### config.mk
export PLATFORM = sky130hd
export DESIGN_NAME = rssi_window_stats_trend
export DESIGN_NICKNAME = d
export VERILOG_FILES = /design/src/sv/rwst_pkg.sv /design/src/sv/rwst_ring.sv /design/src/sv/rwst_div.sv /design/src/sv/rssi_window_stats_trend.sv
export SDC_FILE = /design/constraint.sdc
export NUM_CORES = 1
export LEC_CHECK = 0
export ABC_AREA = 1
export BUFFER_PORTS_ARGS = -buffer_cell sky130_fd_sc_hd__buf_4
export CAP_MARGIN = 10
export CORE_ASPECT_RATIO = 1.5
export CORE_MARGIN = 8
export CORE_UTILIZATION = 52
export DETAILED_ROUTE_END_ITERATION = 12
export HOLD_SLACK_MARGIN = 0.05
export PLACE_DENSITY = 0.76
export SLEW_MARGIN = 40
export SYNTH_ARGS = -nofsm -noshare
export SYNTH_HDL_FRONTEND = slang
export SYNTH_HIERARCHICAL = 1
export SYNTH_SLANG_ARGS = --single-unit
export TNS_END_PERCENT = 50
### constraint.sdc
create_clock -name clk -period 3.7 [get_ports clk]
set_input_delay 0.925 -clock clk [delete_from_list [all_inputs] [get_ports clk]]
set_output_delay 0.925 -clock clk [all_outputs]
set_load 0.1 [all_outputs]
### src/sv/rwst_pkg.sv
package rwst_pkg;

  // field widths fixed by the item format
  localparam int RSSI_W      = 8;
  localparam int TH_W        = 7;
  localparam int CNT_OUT_W   = 7;
  localparam int OUT_TDATA_W = 40;

  // reset and limit values
  localparam logic [TH_W-1:0]          TH_RESET        = 7'd5;
  localparam logic signed [RSSI_W-1:0] INVALID_LIMIT   = -8'sd127;
  localparam logic signed [RSSI_W-1:0] MAX_RESET       = -8'sd127;
  localparam int                       TREND_MIN_COUNT = 3;

  // trend codes
  typedef enum logic [1:0] {
    TREND_UNKNOWN   = 2'd0,
    TREND_STABLE    = 2'd1,
    TREND_IMPROVING = 2'd2,
    TREND_WORSENING = 2'd3
  } trend_t;

endpackage

### src/sv/rwst_ring.sv
module rwst_ring #(
  parameter int DEPTH = 64,
  parameter int PTR_W = 6
) (
  input  logic                             clk,
  input  logic                             wr_en,
  input  logic [PTR_W-1:0]                 wr_addr,
  input  logic signed [rwst_pkg::RSSI_W-1:0] wr_data,
  input  logic                             rd_en,
  input  logic [PTR_W-1:0]                 rd_addr,
  output logic signed [rwst_pkg::RSSI_W-1:0] rd_data
);
  import rwst_pkg::*;

  logic signed [RSSI_W-1:0] mem [DEPTH];
  logic signed [RSSI_W-1:0] rd_data_r;

  // single write port
  always_ff @(posedge clk) begin
    if (wr_en) begin
      mem[wr_addr] <= wr_data;
    end
  end

  // registered read port
  always_ff @(posedge clk) begin
    if (rd_en) begin
      rd_data_r <= mem[rd_addr];
    end
  end

  assign rd_data = rd_data_r;

endmodule

### src/sv/rwst_div.sv
module rwst_div #(
  parameter int SUM_W = 15,
  parameter int CNT_W = 7
) (
  input  logic                              clk,
  input  logic                              rst_n,
  input  logic                              start,
  input  logic signed [SUM_W-1:0]           dividend,
  input  logic [CNT_W-1:0]                  divisor,
  output logic                              done,
  output logic signed [rwst_pkg::RSSI_W-1:0] quot
);
  import rwst_pkg::*;

  localparam int STEP_W = $clog2(SUM_W + 1);
  localparam logic [STEP_W-1:0] LAST_STEP = STEP_W'(SUM_W - 1);

  logic                    busy_r;
  logic                    done_r;
  logic [STEP_W-1:0]       step_r;
  logic [SUM_W-1:0]        mag_r;
  logic [CNT_W-1:0]        rem_r;
  logic [SUM_W-1:0]        q_r;
  logic                    neg_r;
  logic [CNT_W-1:0]        d_r;
  logic signed [RSSI_W-1:0] quot_r;

  logic [CNT_W:0]   rem_t;
  logic             ge;
  logic [CNT_W:0]   rem_s;
  logic [SUM_W-1:0] q_new;
  logic [SUM_W-1:0] q_signed;
  logic [SUM_W-1:0] mag_in;

  // one restoring step per cycle on the magnitude
  always_comb begin
    rem_t    = {rem_r, mag_r[SUM_W-1]};
    ge       = (rem_t >= {1'b0, d_r});
    rem_s    = ge ? (rem_t - {1'b0, d_r}) : rem_t;
    q_new    = {q_r[SUM_W-2:0], ge};
    q_signed = neg_r ? (~q_new + 1'b1) : q_new;
    mag_in   = dividend[SUM_W-1] ? (~dividend + 1'b1) : dividend;
  end

  always_ff @(posedge clk) begin
    if (!rst_n) begin
      busy_r <= 1'b0;
      done_r <= 1'b0;
    end else begin
      done_r <= 1'b0;
      if (start) begin
        busy_r <= 1'b1;
        step_r <= '0;
        mag_r  <= mag_in;
        rem_r  <= '0;
        q_r    <= '0;
        neg_r  <= dividend[SUM_W-1];
        d_r    <= divisor;
      end else if (busy_r) begin
        mag_r  <= {mag_r[SUM_W-2:0], 1'b0};
        rem_r  <= rem_s[CNT_W-1:0];
        q_r    <= q_new;
        step_r <= step_r + 1'b1;
        if (step_r == LAST_STEP) begin
          busy_r <= 1'b0;
          done_r <= 1'b1;
          quot_r <= q_signed[RSSI_W-1:0];
        end
      end
    end
  end

  assign done = done_r;
  assign quot = quot_r;

endmodule

### src/sv/rssi_window_stats_trend.sv
// channel | direction | handshake               | payload
// in      | input     | in_tvalid / in_tready   | tuser: action; tdata: rssi
// out     | output    | out_tvalid / out_tready | tdata: mean, lowest, highest, trend, count
// cfg     | input     | cfg_wr_en               | cfg_wr_data: trend_threshold
//
// a record transaction runs a scan over the single ring read port, then up to three
// bit-serial divisions on a shared divider of SUM_W steps. a clear skips the scan
// and the divisions.
// rst_n is synchronous: it empties the ring logically and loads the statistic reset values.
// a new transaction is taken while a result waits in the output stage until out_tready;
// a finished result waits in ST_OUT while that stage is full, and input is held off then.
module rssi_window_stats_trend #(
  parameter int DEPTH = 64
) (
  input  logic                              clk,
  input  logic                              rst_n,
  input  logic                              in_tvalid,
  output logic                              in_tready,
  input  logic [0:0]                        in_tuser,   // [0] action
  input  logic [7:0]                        in_tdata,   // [7:0] rssi
  output logic                              out_tvalid,
  input  logic                              out_tready,
  // [7:0] mean_level, [15:8] lowest_level, [23:16] highest_level,
  // [25:24] trend_code, [32:26] stored_count, [39:33] zero
  output logic [rwst_pkg::OUT_TDATA_W-1:0]  out_tdata,
  input  logic                              cfg_wr_en,
  input  logic [rwst_pkg::TH_W-1:0]         cfg_wr_data  // trend_threshold
);
  import rwst_pkg::*;

  localparam int PTR_W = $clog2(DEPTH);
  localparam int CNT_W = $clog2(DEPTH + 1);
  localparam int SUM_W = RSSI_W + CNT_W;
  localparam logic [PTR_W-1:0] LAST_PTR = PTR_W'(DEPTH - 1);
  localparam logic [CNT_W-1:0] DEPTH_C  = CNT_W'(DEPTH);
  localparam logic [CNT_W-1:0] MIN_CNT  = CNT_W'(TREND_MIN_COUNT);

  typedef enum logic [2:0] {
    ST_IDLE, ST_SCAN, ST_DIVM, ST_DIVR, ST_DIVO, ST_TREND, ST_OUT
  } state_t;

  state_t                   state_r, state_nxt;
  logic [PTR_W-1:0]         wp_r, wp_nxt;
  logic [CNT_W-1:0]         fill_r, fill_nxt;
  logic [PTR_W-1:0]         rd_ptr_r, rd_ptr_nxt;
  logic [CNT_W-1:0]         issue_r, issue_nxt;
  logic                     pend_r, pend_nxt;
  logic [CNT_W-1:0]         pend_i_r, pend_i_nxt;
  logic signed [SUM_W-1:0]  sum_r, sum_nxt;
  logic signed [SUM_W-1:0]  recent_r, recent_nxt;
  logic signed [SUM_W-1:0]  older_r, older_nxt;
  logic [CNT_W-1:0]         vcnt_r, vcnt_nxt;
  logic signed [RSSI_W-1:0] lo_r, lo_nxt;
  logic signed [RSSI_W-1:0] hi_r, hi_nxt;
  logic [CNT_W-1:0]         half_r, half_nxt;
  logic signed [RSSI_W-1:0] mean_r, mean_nxt;
  logic signed [RSSI_W-1:0] min_r, min_nxt;
  logic signed [RSSI_W-1:0] max_r, max_nxt;
  trend_t                   trend_r, trend_nxt;
  logic signed [RSSI_W-1:0] qrec_r, qrec_nxt;
  logic signed [RSSI_W-1:0] qold_r, qold_nxt;
  logic                     launched_r, launched_nxt;
  logic [TH_W-1:0]          th_r;
  logic                     out_tvalid_r, out_tvalid_nxt;
  logic [OUT_TDATA_W-1:0]   out_tdata_r, out_tdata_nxt;

  logic                     in_acc;
  logic                     ring_wr;
  logic                     ring_rd;
  logic signed [RSSI_W-1:0] ring_q;
  logic                     div_start;
  logic signed [SUM_W-1:0]  div_dividend;
  logic [CNT_W-1:0]         div_divisor;
  logic                     div_done;
  logic signed [RSSI_W-1:0] div_quot;
  logic [CNT_W-1:0]         fill_inc;
  logic [CNT_W-1:0]         twice_half;
  logic signed [SUM_W-1:0]  s_ext;
  logic signed [RSSI_W:0]   diff;
  logic signed [RSSI_W:0]   th_s;
  logic [CNT_W+CNT_OUT_W-1:0] cnt_wide;

  assign in_tready = (state_r == ST_IDLE);
  assign in_acc    = in_tvalid && in_tready;
  assign ring_wr   = in_acc && !in_tuser[0];
  assign ring_rd   = (state_r == ST_SCAN) && (issue_r != fill_r);

  rwst_ring #(
    .DEPTH (DEPTH),
    .PTR_W (PTR_W)
  ) u_ring (
    .clk     (clk),
    .wr_en   (ring_wr),
    .wr_addr (wp_r),
    .wr_data (in_tdata),
    .rd_en   (ring_rd),
    .rd_addr (rd_ptr_r),
    .rd_data (ring_q)
  );

  rwst_div #(
    .SUM_W (SUM_W),
    .CNT_W (CNT_W)
  ) u_div (
    .clk      (clk),
    .rst_n    (rst_n),
    .start    (div_start),
    .dividend (div_dividend),
    .divisor  (div_divisor),
    .done     (div_done),
    .quot     (div_quot)
  );

  // divider operand selection
  always_comb begin
    case (state_r)
      ST_DIVM: begin
        div_dividend = sum_r;
        div_divisor  = vcnt_r;
      end
      ST_DIVR: begin
        div_dividend = recent_r;
        div_divisor  = half_r;
      end
      default: begin
        div_dividend = older_r;
        div_divisor  = half_r;
      end
    endcase
  end

  assign fill_inc   = (fill_r == DEPTH_C) ? fill_r : (fill_r + 1'b1);
  assign twice_half = {half_r[CNT_W-2:0], 1'b0};
  assign s_ext      = {{(SUM_W-RSSI_W){ring_q[RSSI_W-1]}}, ring_q};
  assign diff       = {qrec_r[RSSI_W-1], qrec_r} - {qold_r[RSSI_W-1], qold_r};
  assign th_s       = {2'b00, th_r};
  assign cnt_wide   = {{CNT_OUT_W{1'b0}}, fill_r};

  // sequencer
  always_comb begin
    state_nxt      = state_r;
    wp_nxt         = wp_r;
    fill_nxt       = fill_r;
    rd_ptr_nxt     = rd_ptr_r;
    issue_nxt      = issue_r;
    pend_nxt       = 1'b0;
    pend_i_nxt     = issue_r;
    sum_nxt        = sum_r;
    recent_nxt     = recent_r;
    older_nxt      = older_r;
    vcnt_nxt       = vcnt_r;
    lo_nxt         = lo_r;
    hi_nxt         = hi_r;
    half_nxt       = half_r;
    mean_nxt       = mean_r;
    min_nxt        = min_r;
    max_nxt        = max_r;
    trend_nxt      = trend_r;
    qrec_nxt       = qrec_r;
    qold_nxt       = qold_r;
    launched_nxt   = launched_r;
    div_start      = 1'b0;
    out_tvalid_nxt = out_tvalid_r && !out_tready;
    out_tdata_nxt  = out_tdata_r;

    case (state_r)
      ST_IDLE: begin
        if (in_acc) begin
          if (in_tuser[0]) begin
            // clear: pointer, count and statistics back to reset values
            wp_nxt    = '0;
            fill_nxt  = '0;
            mean_nxt  = '0;
            min_nxt   = '0;
            max_nxt   = MAX_RESET;
            trend_nxt = TREND_UNKNOWN;
            state_nxt = ST_OUT;
          end else begin
            // record: sample goes in at the write pointer this cycle
            wp_nxt     = (wp_r == LAST_PTR) ? '0 : (wp_r + 1'b1);
            fill_nxt   = fill_inc;
            half_nxt   = {1'b0, fill_inc[CNT_W-1:1]};
            rd_ptr_nxt = wp_r;
            issue_nxt  = '0;
            sum_nxt    = '0;
            recent_nxt = '0;
            older_nxt  = '0;
            vcnt_nxt   = '0;
            lo_nxt     = '0;
            hi_nxt     = MAX_RESET;
            state_nxt  = ST_SCAN;
          end
        end
      end

      ST_SCAN: begin
        // walk newest to oldest, one read issued per cycle
        if (ring_rd) begin
          rd_ptr_nxt = (rd_ptr_r == '0) ? LAST_PTR : (rd_ptr_r - 1'b1);
          issue_nxt  = issue_r + 1'b1;
          pend_nxt   = 1'b1;
        end
        // fold in the sample read last cycle
        if (pend_r) begin
          if (ring_q > INVALID_LIMIT) begin
            sum_nxt  = sum_r + s_ext;
            vcnt_nxt = vcnt_r + 1'b1;
            if ((vcnt_r == '0) || (ring_q < lo_r)) begin
              lo_nxt = ring_q;
            end
            if (ring_q > hi_r) begin
              hi_nxt = ring_q;
            end
          end
          if (pend_i_r < half_r) begin
            recent_nxt = recent_r + s_ext;
          end else if (pend_i_r < twice_half) begin
            older_nxt = older_r + s_ext;
          end
        end
        if (!ring_rd && !pend_r) begin
          if (vcnt_r != '0) begin
            min_nxt   = lo_r;
            max_nxt   = hi_r;
            state_nxt = ST_DIVM;
          end else if (fill_r >= MIN_CNT) begin
            state_nxt = ST_DIVR;
          end else begin
            state_nxt = ST_TREND;
          end
        end
      end

      ST_DIVM, ST_DIVR, ST_DIVO: begin
        if (!launched_r) begin
          div_start    = 1'b1;
          launched_nxt = 1'b1;
        end else if (div_done) begin
          launched_nxt = 1'b0;
          case (state_r)
            ST_DIVM: begin
              mean_nxt  = div_quot;
              state_nxt = (fill_r >= MIN_CNT) ? ST_DIVR : ST_TREND;
            end
            ST_DIVR: begin
              qrec_nxt  = div_quot;
              state_nxt = ST_DIVO;
            end
            default: begin
              qold_nxt  = div_quot;
              state_nxt = ST_TREND;
            end
          endcase
        end
      end

      ST_TREND: begin
        // half-window mean difference against the threshold; unknown below TREND_MIN_COUNT samples
        if (fill_r < MIN_CNT) begin
          trend_nxt = TREND_UNKNOWN;
        end else if (diff > th_s) begin
          trend_nxt = TREND_IMPROVING;
        end else if (diff < -th_s) begin
          trend_nxt = TREND_WORSENING;
        end else begin
          trend_nxt = TREND_STABLE;
        end
        state_nxt = ST_OUT;
      end

      ST_OUT: begin
        // load the output stage once it is free
        if (!out_tvalid_r || out_tready) begin
          out_tvalid_nxt = 1'b1;
          out_tdata_nxt  = {{(OUT_TDATA_W-33){1'b0}}, cnt_wide[CNT_OUT_W-1:0], trend_r,
                            max_r, min_r, mean_r};
          state_nxt      = ST_IDLE;
        end
      end

      default: begin
        state_nxt = ST_IDLE;
      end
    endcase
  end

  // state and registered outputs
  always_ff @(posedge clk) begin
    if (!rst_n) begin
      state_r      <= ST_IDLE;
      wp_r         <= '0;
      fill_r       <= '0;
      pend_r       <= 1'b0;
      launched_r   <= 1'b0;
      mean_r       <= '0;
      min_r        <= '0;
      max_r        <= MAX_RESET;
      trend_r      <= TREND_UNKNOWN;
      th_r         <= TH_RESET;
      out_tvalid_r <= 1'b0;
    end else begin
      state_r      <= state_nxt;
      wp_r         <= wp_nxt;
      fill_r       <= fill_nxt;
      pend_r       <= pend_nxt;
      launched_r   <= launched_nxt;
      mean_r       <= mean_nxt;
      min_r        <= min_nxt;
      max_r        <= max_nxt;
      trend_r      <= trend_nxt;
      out_tvalid_r <= out_tvalid_nxt;
      if (cfg_wr_en) begin
        th_r <= cfg_wr_data;
      end
    end
  end

  // datapath registers
  always_ff @(posedge clk) begin
    rd_ptr_r    <= rd_ptr_nxt;
    issue_r     <= issue_nxt;
    pend_i_r    <= pend_i_nxt;
    sum_r       <= sum_nxt;
    recent_r    <= recent_nxt;
    older_r     <= older_nxt;
    vcnt_r      <= vcnt_nxt;
    lo_r        <= lo_nxt;
    hi_r        <= hi_nxt;
    half_r      <= half_nxt;
    qrec_r      <= qrec_nxt;
    qold_r      <= qold_nxt;
    out_tdata_r <= out_tdata_nxt;
  end

  assign out_tvalid = out_tvalid_r;
  assign out_tdata  = out_tdata_r;

endmodule
* After elaboration in Yosys (flattened, before gate mapping)
Memory sizes are Yosys's and may differ from the RTL's. A register that Yosys moved wholly into a read port is not among the register bits.
Cells that the tools add are included.
W data, S select, Z words.
** Word-level totals
- Flip-flop bits (word level) :: 246
- Memory bits (writable) :: 512
- Input port bits :: 21
- Output and inout bits :: 42
- Logic and storage cells :: 231
- Memories :: 1
** Memory list
- u_ring.mem :: words 64, bits a word 8, rd ports 1, clocked after Yosys merged registers in 1, write ports 1, line rwst_ring.sv:15 : logic signed [RSSI_W-1:0] mem [DEPTH];
** Operators by class
- $add $sub $neg :: 14
- Magnitude comparators :: 10
- Equality and inequality tests :: 28
- Multiplexer cells :: 93
- Bitwise operators :: 7
- Reduce and logical (&&, ||, !) cells :: 43
** Operators with widths (count)
- $mux W15 :: 12
- $mux W8 :: 22
- $pmux W15 S2 :: 4
- $pmux W8 S2 :: 5
- $mux W7 :: 10
- $add A15 B8 Y15 :: 3
- $mux W6 :: 7
- $pmux W7 S2 :: 2
- $mux W3 :: 8
- $reduce_and A6 Y1 :: 4
- $add A7 B1 Y7 const B :: 3
- $ne A2 B1 Y1 const B :: 10
- $reduce_and A5 Y1 :: 4
- $ne A2 B2 Y1 const B :: 8
- $reduce_and A4 Y1 :: 4
- $add A15 B1 Y15 const B :: 1
- $not A15 Y15 :: 1
- $pmux W3 S5 :: 1
- $mux W1 :: 13
- $pmux W6 S2 :: 1
- $mux W2 :: 5
- $reduce_and A2 Y1 :: 5
- $eq A3 B3 Y1 const B :: 3
- $gt A9 B8 Y1 :: 1
- 38 further kinds :: 58

* Longest topological paths before layout
- Depth after elaboration :: 6
- Gate-level depth with buffers :: 22
- Gate-level depth less buffers :: 22

* Modules after synthesis
Netlist, hierarchy kept.
** By module, submodules not included
- rwst_ring :: times used 1, cells each 1822, area an instance 21371.7 um^2, sequential area each 15615.0 um^2
- rssi_window_stats_trend :: times used 1, cells each 1258, area an instance 11023.1 um^2, sequential area each 5265.0 um^2
- rwst_div :: times used 1, cells each 295, area an instance 2766.4 um^2, sequential area each 1511.4 um^2

* Worst setup path after synthesis
Ideal clock, no wire load.
- Path type :: register -> register
- From :: register state_r[2]
- To :: register hi_r[0] (enable)
- Library setup time :: 0.330 ns
- Arrival :: 3.064 ns
- Required time :: 3.370 ns
- Path slack :: 0.306 ns
- Stages on the path, launching flop included :: 8
- Buffers on the path :: 0
- Clock period less this slack :: 3.394 ns
- Cell sequence :: dfxtp_1 > inv_1 > nand2_1 > inv_1 > nand2_1 > o211ai_1 > a41oi_1 > o21a_1
** Between the ends
- Word-level cells in the longest chain between the ends :: 4
- Elaborated cells on any way between the ends :: 10
- Those cells by class :: eq/ne (6); reduce/logical (4)
** RTL lines
- start, declared :: line rssi_window_stats_trend.sv:42 : state_t state_r, state_nxt;
- start signal, assigned :: line rssi_window_stats_trend.sv:302 : state_r <= state_nxt;
- $logic_not A3 Y1 * :: line rssi_window_stats_trend.sv:83 : assign in_tready = (state_r == ST_IDLE);
- net in_tready :: line rssi_window_stats_trend.sv:18 : output logic in_tready,
- $logic_and A1 B1 Y1 :: line rssi_window_stats_trend.sv:84 : assign in_acc = in_tvalid && in_tready;
- $ne A2 B1 Y1 (no source line)
- $reduce_and A6 Y1 (no source line) *
- end signal, assigned :: line rssi_window_stats_trend.sv:328 : hi_r <= hi_nxt;
- end, declared :: line rssi_window_stats_trend.sv:54 : logic signed [RSSI_W-1:0] hi_r, hi_nxt;
The timed path passes the listed nets; every way through them passes the cells marked *.
A chain may end at the register's enable or synchronous reset.

* Worst setup path in the final report
- From :: register state_r[1]
- To :: register u_div.rem_r[5] (enable)
** Between the ends
- Word-level cells in the longest chain between the ends :: 5
- Elaborated cells on any way between the ends :: 7
- Those cells by class :: eq/ne (3); mux (1); reduce/logical (3)
** RTL lines
- $eq A3 B2 Y1 or $eq A3 B3 Y1 (tied branches) :: line rssi_window_stats_trend.sv:166 : case (state_r)
- $reduce_or A3 Y1 * :: line rssi_window_stats_trend.sv:166
- $mux W1 * :: line rssi_window_stats_trend.sv:166
- net div_start :: line rssi_window_stats_trend.sv:71 : logic div_start;
- $reduce_bool A2 Y1 (no source line) *
- $reduce_and A2 Y1 (no source line) *
- end signal, assigned :: line rwst_div.sv:61 : rem_r <= rem_s[CNT_W-1:0];
- end, declared :: line rwst_div.sv:22 : logic [CNT_W-1:0] rem_r;
Marked as above.

==> run_results.csv <==
group,metric,value,unit
layout,final_antenna_diode_count,0,
hold_path,hold_depth,0,
hold_path,hp-class,"reg2reg",
layout,layout-drive-gt1-share,0.0820,
die,die_area,76400,um^2
critical_path,cp_data_required_time,3970,ps
layout,nets,3576,
yosys,synth-compound-area-share,0.0499,
yosys,number_of_warnings_printed_during_yosys_synthesis,6,
sta,worst_slew_margin_rel,0.436,
critical_path,arrival,3010,ps
sta,post-route-min-period,2740,ps
critical_path,crit_path_cell_trace,"inv_2 -> nor2_1 -> inv_2 -> nand2_1 -> inv_1 -> nor2_2 -> nand2_1 -> nand2_1 -> buf_4",
sta,max_slew.worst_pin.slew,846,ps
clocking,clock_tree_from_tritoncts,"built",
yosys,syn-mean-instance-area,10.4,um^2
routing,detail_route.first_pass.iterations,6,
global_route,grt_overflow_total,0,
routing,drc_violations,0,
critical_path,worstPathBufferInverterCount,4,
layout,stdcell_count,4392,
yosys,synthMostInstantiatedCell,"sky130_fd_sc_hd__nand2_1",
yosys,async_flop_share,0,
global_route,first_global_vias,24400,
critical_path,setup.worst_path.start_class,"flip-flop",
hold_path,hold-path-endpoint,"pend_i_r[3]",
global_route,antenna_violations_before_repair,0,
critical_path,setup_crit_path_kind,"reg2reg",
global_route,maximum_number_of_pins_on_one_net_before_global_route_repair,149,
routing,detail_route.vias_per_cell,5.59,
placement,place_congestion,0.919,
placement,portBuffers,55,
yosys,synthXorXnorAreaFrac,0.00897,
yosys,synth.ff_latch_count,766,
layout,syn_to_final_growth,11.1,%
outcome,outcome,"finished clean",
clocking,htree_num_levels,3,
clocking,cts_hold_buffers,0,
critical_path,worstRegToRegCells,9,
die,floorplan.io_pins,63,
die,chipHeight,334,um
die,die_x,228,um
critical_path,ff2ff_setup_slack,960,ps
yosys,instance_count_of_the_mapped_netlist,3375,
yosys,synth_adder_area_share,0.0413,
layout,register_area,22400,um^2
critical_path,timing.rr.start,"state_r[1]",
critical_path,timing.critical_path.mode_cell,"sky130_fd_sc_hd__nand2_1",
clocking,cts_setup_buffers,0,
die,core.rowCount,117,
clocking,cts.root.buffer_cell,"sky130_fd_sc_hd__clkbuf_16",
routing,post_route_ant_nets,0,
critical_path,cpPeakStageDelay,450,ps
routing,detail_route.wirelength,82600,um
die,floorplan.initialDensity,0.522,
yosys,fraction_of_the_mapped_netlist_area_in_simple_logic_gates,0.212,
yosys,synth_largest_area_cell,"sky130_fd_sc_hd__edfxtp_1",
yosys,synth_top_cells_by_count,"934 x sky130_fd_sc_hd__nand2_1, 705 x sky130_fd_sc_hd__edfxtp_1, 517 x sky130_fd_sc_hd__nand3_1",
power,power_density,765,nW/um^2
critical_path,critical_path.top_delay_family,"simple AND/OR/NAND/NOR gates",
clocking,cts.path.max_buffers,3,
yosys,netlist.area_leader.share,0.602,
sta,final.period_utilization,0.740,
run,max_cap_violations,0,
routing,num_vias,24600,
yosys,synth_flop_type,"sky130_fd_sc_hd__edfxtp_1",
sta,setup-tns-final,0,ps
yosys,yosys-mux-area-fraction,0,
sta,hold_viol_final,0,
global_route,grt_pass1_wl,129000,um
layout,multi_input_area,11000,um^2
yosys,syn-cell-area,35200,um^2
power,power.leakage,15.1,nW
sta,max_freq,0.365,GHz
clocking,worstSkewPairLatency,630,ps
sta,report.final.slew_viol_count,0,
yosys,synth-edff-count,705,
clocking,post_cts_resized,0,
critical_path,crit_path_top_delay_cell,"sky130_fd_sc_hd__dfxtp_1",
routing,initialDrtViolationCount,2243,
clocking,tritoncts_num_sinks,766,
clocking,clk_pin_slew_worst_paths,70,ps
yosys,yosysSeqAreaShare,0.637,
global_route,gr-usage-all-layers,0.213,
clocking,tritoncts.num_buffers,71,
power,ir_worst_vdd,766,uV
yosys,synth_top_family_by_area,"simple AND/OR/NAND/NOR gates",
yosys,ys_top_cells_by_area,"sky130_fd_sc_hd__edfxtp_1 60%, sky130_fd_sc_hd__nand2_1 10%, sky130_fd_sc_hd__nand3_1 7.4%",
yosys,synth.distinct_cells,56,
hold_path,hold_path.startpoint,"issue_r[3]",
critical_path,critical_path.max_fanout,30,
critical_path,worst_setup_ep_type,"flip-flop",
sta,rsz_0062_raised_after_global_routing,"no",
routing,wl_per_cell,18.8,um
layout,final_core_utilization,0.580,
critical_path,worst_r2r_endpoint,"u_div/rem_r[5]",
sta,finalSetupViolCount,0,
placement,placedCellCount,4260,
sta,setup_skew_after_layout,23.0,ps
layout,layout.filler_cells,5484,
placement,dpl.hpwl,53500,um
power,power_total,29.9,mW
die,core-area,67300,um^2
==> metal layers <==
metal / global-route usage / vias to the layer above / wire, um
li1: - / 11800 / -
met1: 0.233 / 11600 / 30200
met2: 0.394 / 924 / 43400
met3: 0.0265 / 234 / 4490
met4: 0.124 / 0 / 4510
met5: 0 / - / 0
==> flip-flops by register name, indices dropped and copies added, names as in the netlist, 8 cells and up <==
name and count:
recent_r 15, sum_r 15, qrec_r 8, u_ring/rd_data 8, u_div/quot 8, hi_r 8, out_tdata 33, u_ring/mem 512
mean_r 8, qold_r 8, older_r 15, max_r 8, u_div/mag_r 15, lo_r 8, min_r 8
==> stage by stage <==
step,cell area (um^2),hold WS [ps],worst slack (ps)
final,39000,400,961
after detailed placement,36500,396,738
after floorplan,35200,370,306
after global placement,36500,383,802
after CTS,39000,406,954
after global routing,39000,438,593
==> where the power goes <==
group / internal, mW / total [mW] / leakage [nW] / switching, mW
Sequential: 10.7 / 11.4 / 6.91 / 0.662
Combinational: 3.21 / 10.7 / 6.97 / 7.46
Clock: 4.62 / 7.82 / 1.21 / 3.20
==> how the worst max path moves through the flow <==
stage               cells past startpoint  slack (ps)           endpoint       start
finish                                  9         960     u_div/rem_r[5]  state_r[1]
global route                           11         590    u_div/mag_r[14]  state_r[1]
CTS                                    22         950         trend_r[1]   qrec_r[0]
detailed placement                      8         740  u_ring/mem[40][3]   in_tvalid
global placement                        8         800  u_ring/mem[46][3]   in_tvalid
floorplan                               7         310            hi_r[0]  state_r[2]
==> cells by family after synthesis <==
kind of cell	Yosys count
AND/OR/NAND/NOR	1767
flip-flops	766
buffers and inverters	379
AO/OA/AOI/OAI	313
adder cells (fa/ha/maj)	113
XOR/XNOR	36
other	1
==> cells in the final DEF (no fill, tap or decap), types with 5 or more instances in the layout <==
| cell type | netlist | final |
|---|---|---|
| sky130_fd_sc_hd__buf_12 | 0 | 5 |
| sky130_fd_sc_hd__o21ai_0 | 112 | 112 |
| sky130_fd_sc_hd__nor3_1 | 34 | 33 |
| sky130_fd_sc_hd__a22oi_1 | 12 | 12 |
| sky130_fd_sc_hd__nand2_1 | 934 | 934 |
| sky130_fd_sc_hd__clkinv_1 | 1 | 16 |
| sky130_fd_sc_hd__nor2_1 | 239 | 235 |
| sky130_fd_sc_hd__o31ai_1 | 8 | 8 |
| sky130_fd_sc_hd__nand3_1 | 517 | 517 |
| sky130_fd_sc_hd__nand4_1 | 12 | 12 |
| sky130_fd_sc_hd__inv_6 | 0 | 8 |
| sky130_fd_sc_hd__fa_1 | 5 | 5 |
| sky130_fd_sc_hd__clkbuf_1 | 28 | 7 |
| sky130_fd_sc_hd__o21a_1 | 6 | 6 |
| sky130_fd_sc_hd__dfxtp_1 | 61 | 61 |
| sky130_fd_sc_hd__clkinv_2 | 0 | 10 |
| sky130_fd_sc_hd__inv_2 | 4 | 6 |
| sky130_fd_sc_hd__xor2_1 | 25 | 25 |
| sky130_fd_sc_hd__ha_1 | 108 | 108 |
| sky130_fd_sc_hd__clkbuf_16 | 0 | 71 |
| sky130_fd_sc_hd__xnor2_1 | 11 | 11 |
| sky130_fd_sc_hd__inv_1 | 221 | 218 |
| sky130_fd_sc_hd__buf_4 | 17 | 131 |
| sky130_fd_sc_hd__conb_1 | 1 | 7 |
| sky130_fd_sc_hd__nand2_2 | 5 | 5 |
| sky130_fd_sc_hd__edfxtp_1 | 705 | 705 |
| sky130_fd_sc_hd__nor2_2 | 4 | 7 |
| sky130_fd_sc_hd__a21oi_1 | 137 | 137 |
| sky130_fd_sc_hd__nand3b_1 | 8 | 8 |
| sky130_fd_sc_hd__a211oi_1 | 5 | 5 |
| sky130_fd_sc_hd__bufinv_16 | 0 | 15 |
==> area by class of cell <==
class | instances | area share
Clock buffer | 78 | 0.0462
Clock inverter | 53 | 0.0177
Inverter | 227 | 0.0220
Multi-Input combinational cell | 2236 | 0.283
Sequential cell | 766 | 0.573
Tap cell | 892 | 0.0286
Timing Repair Buffer | 140 | 0.0293
No activity file was read; power rests on OpenSTA's default activity.
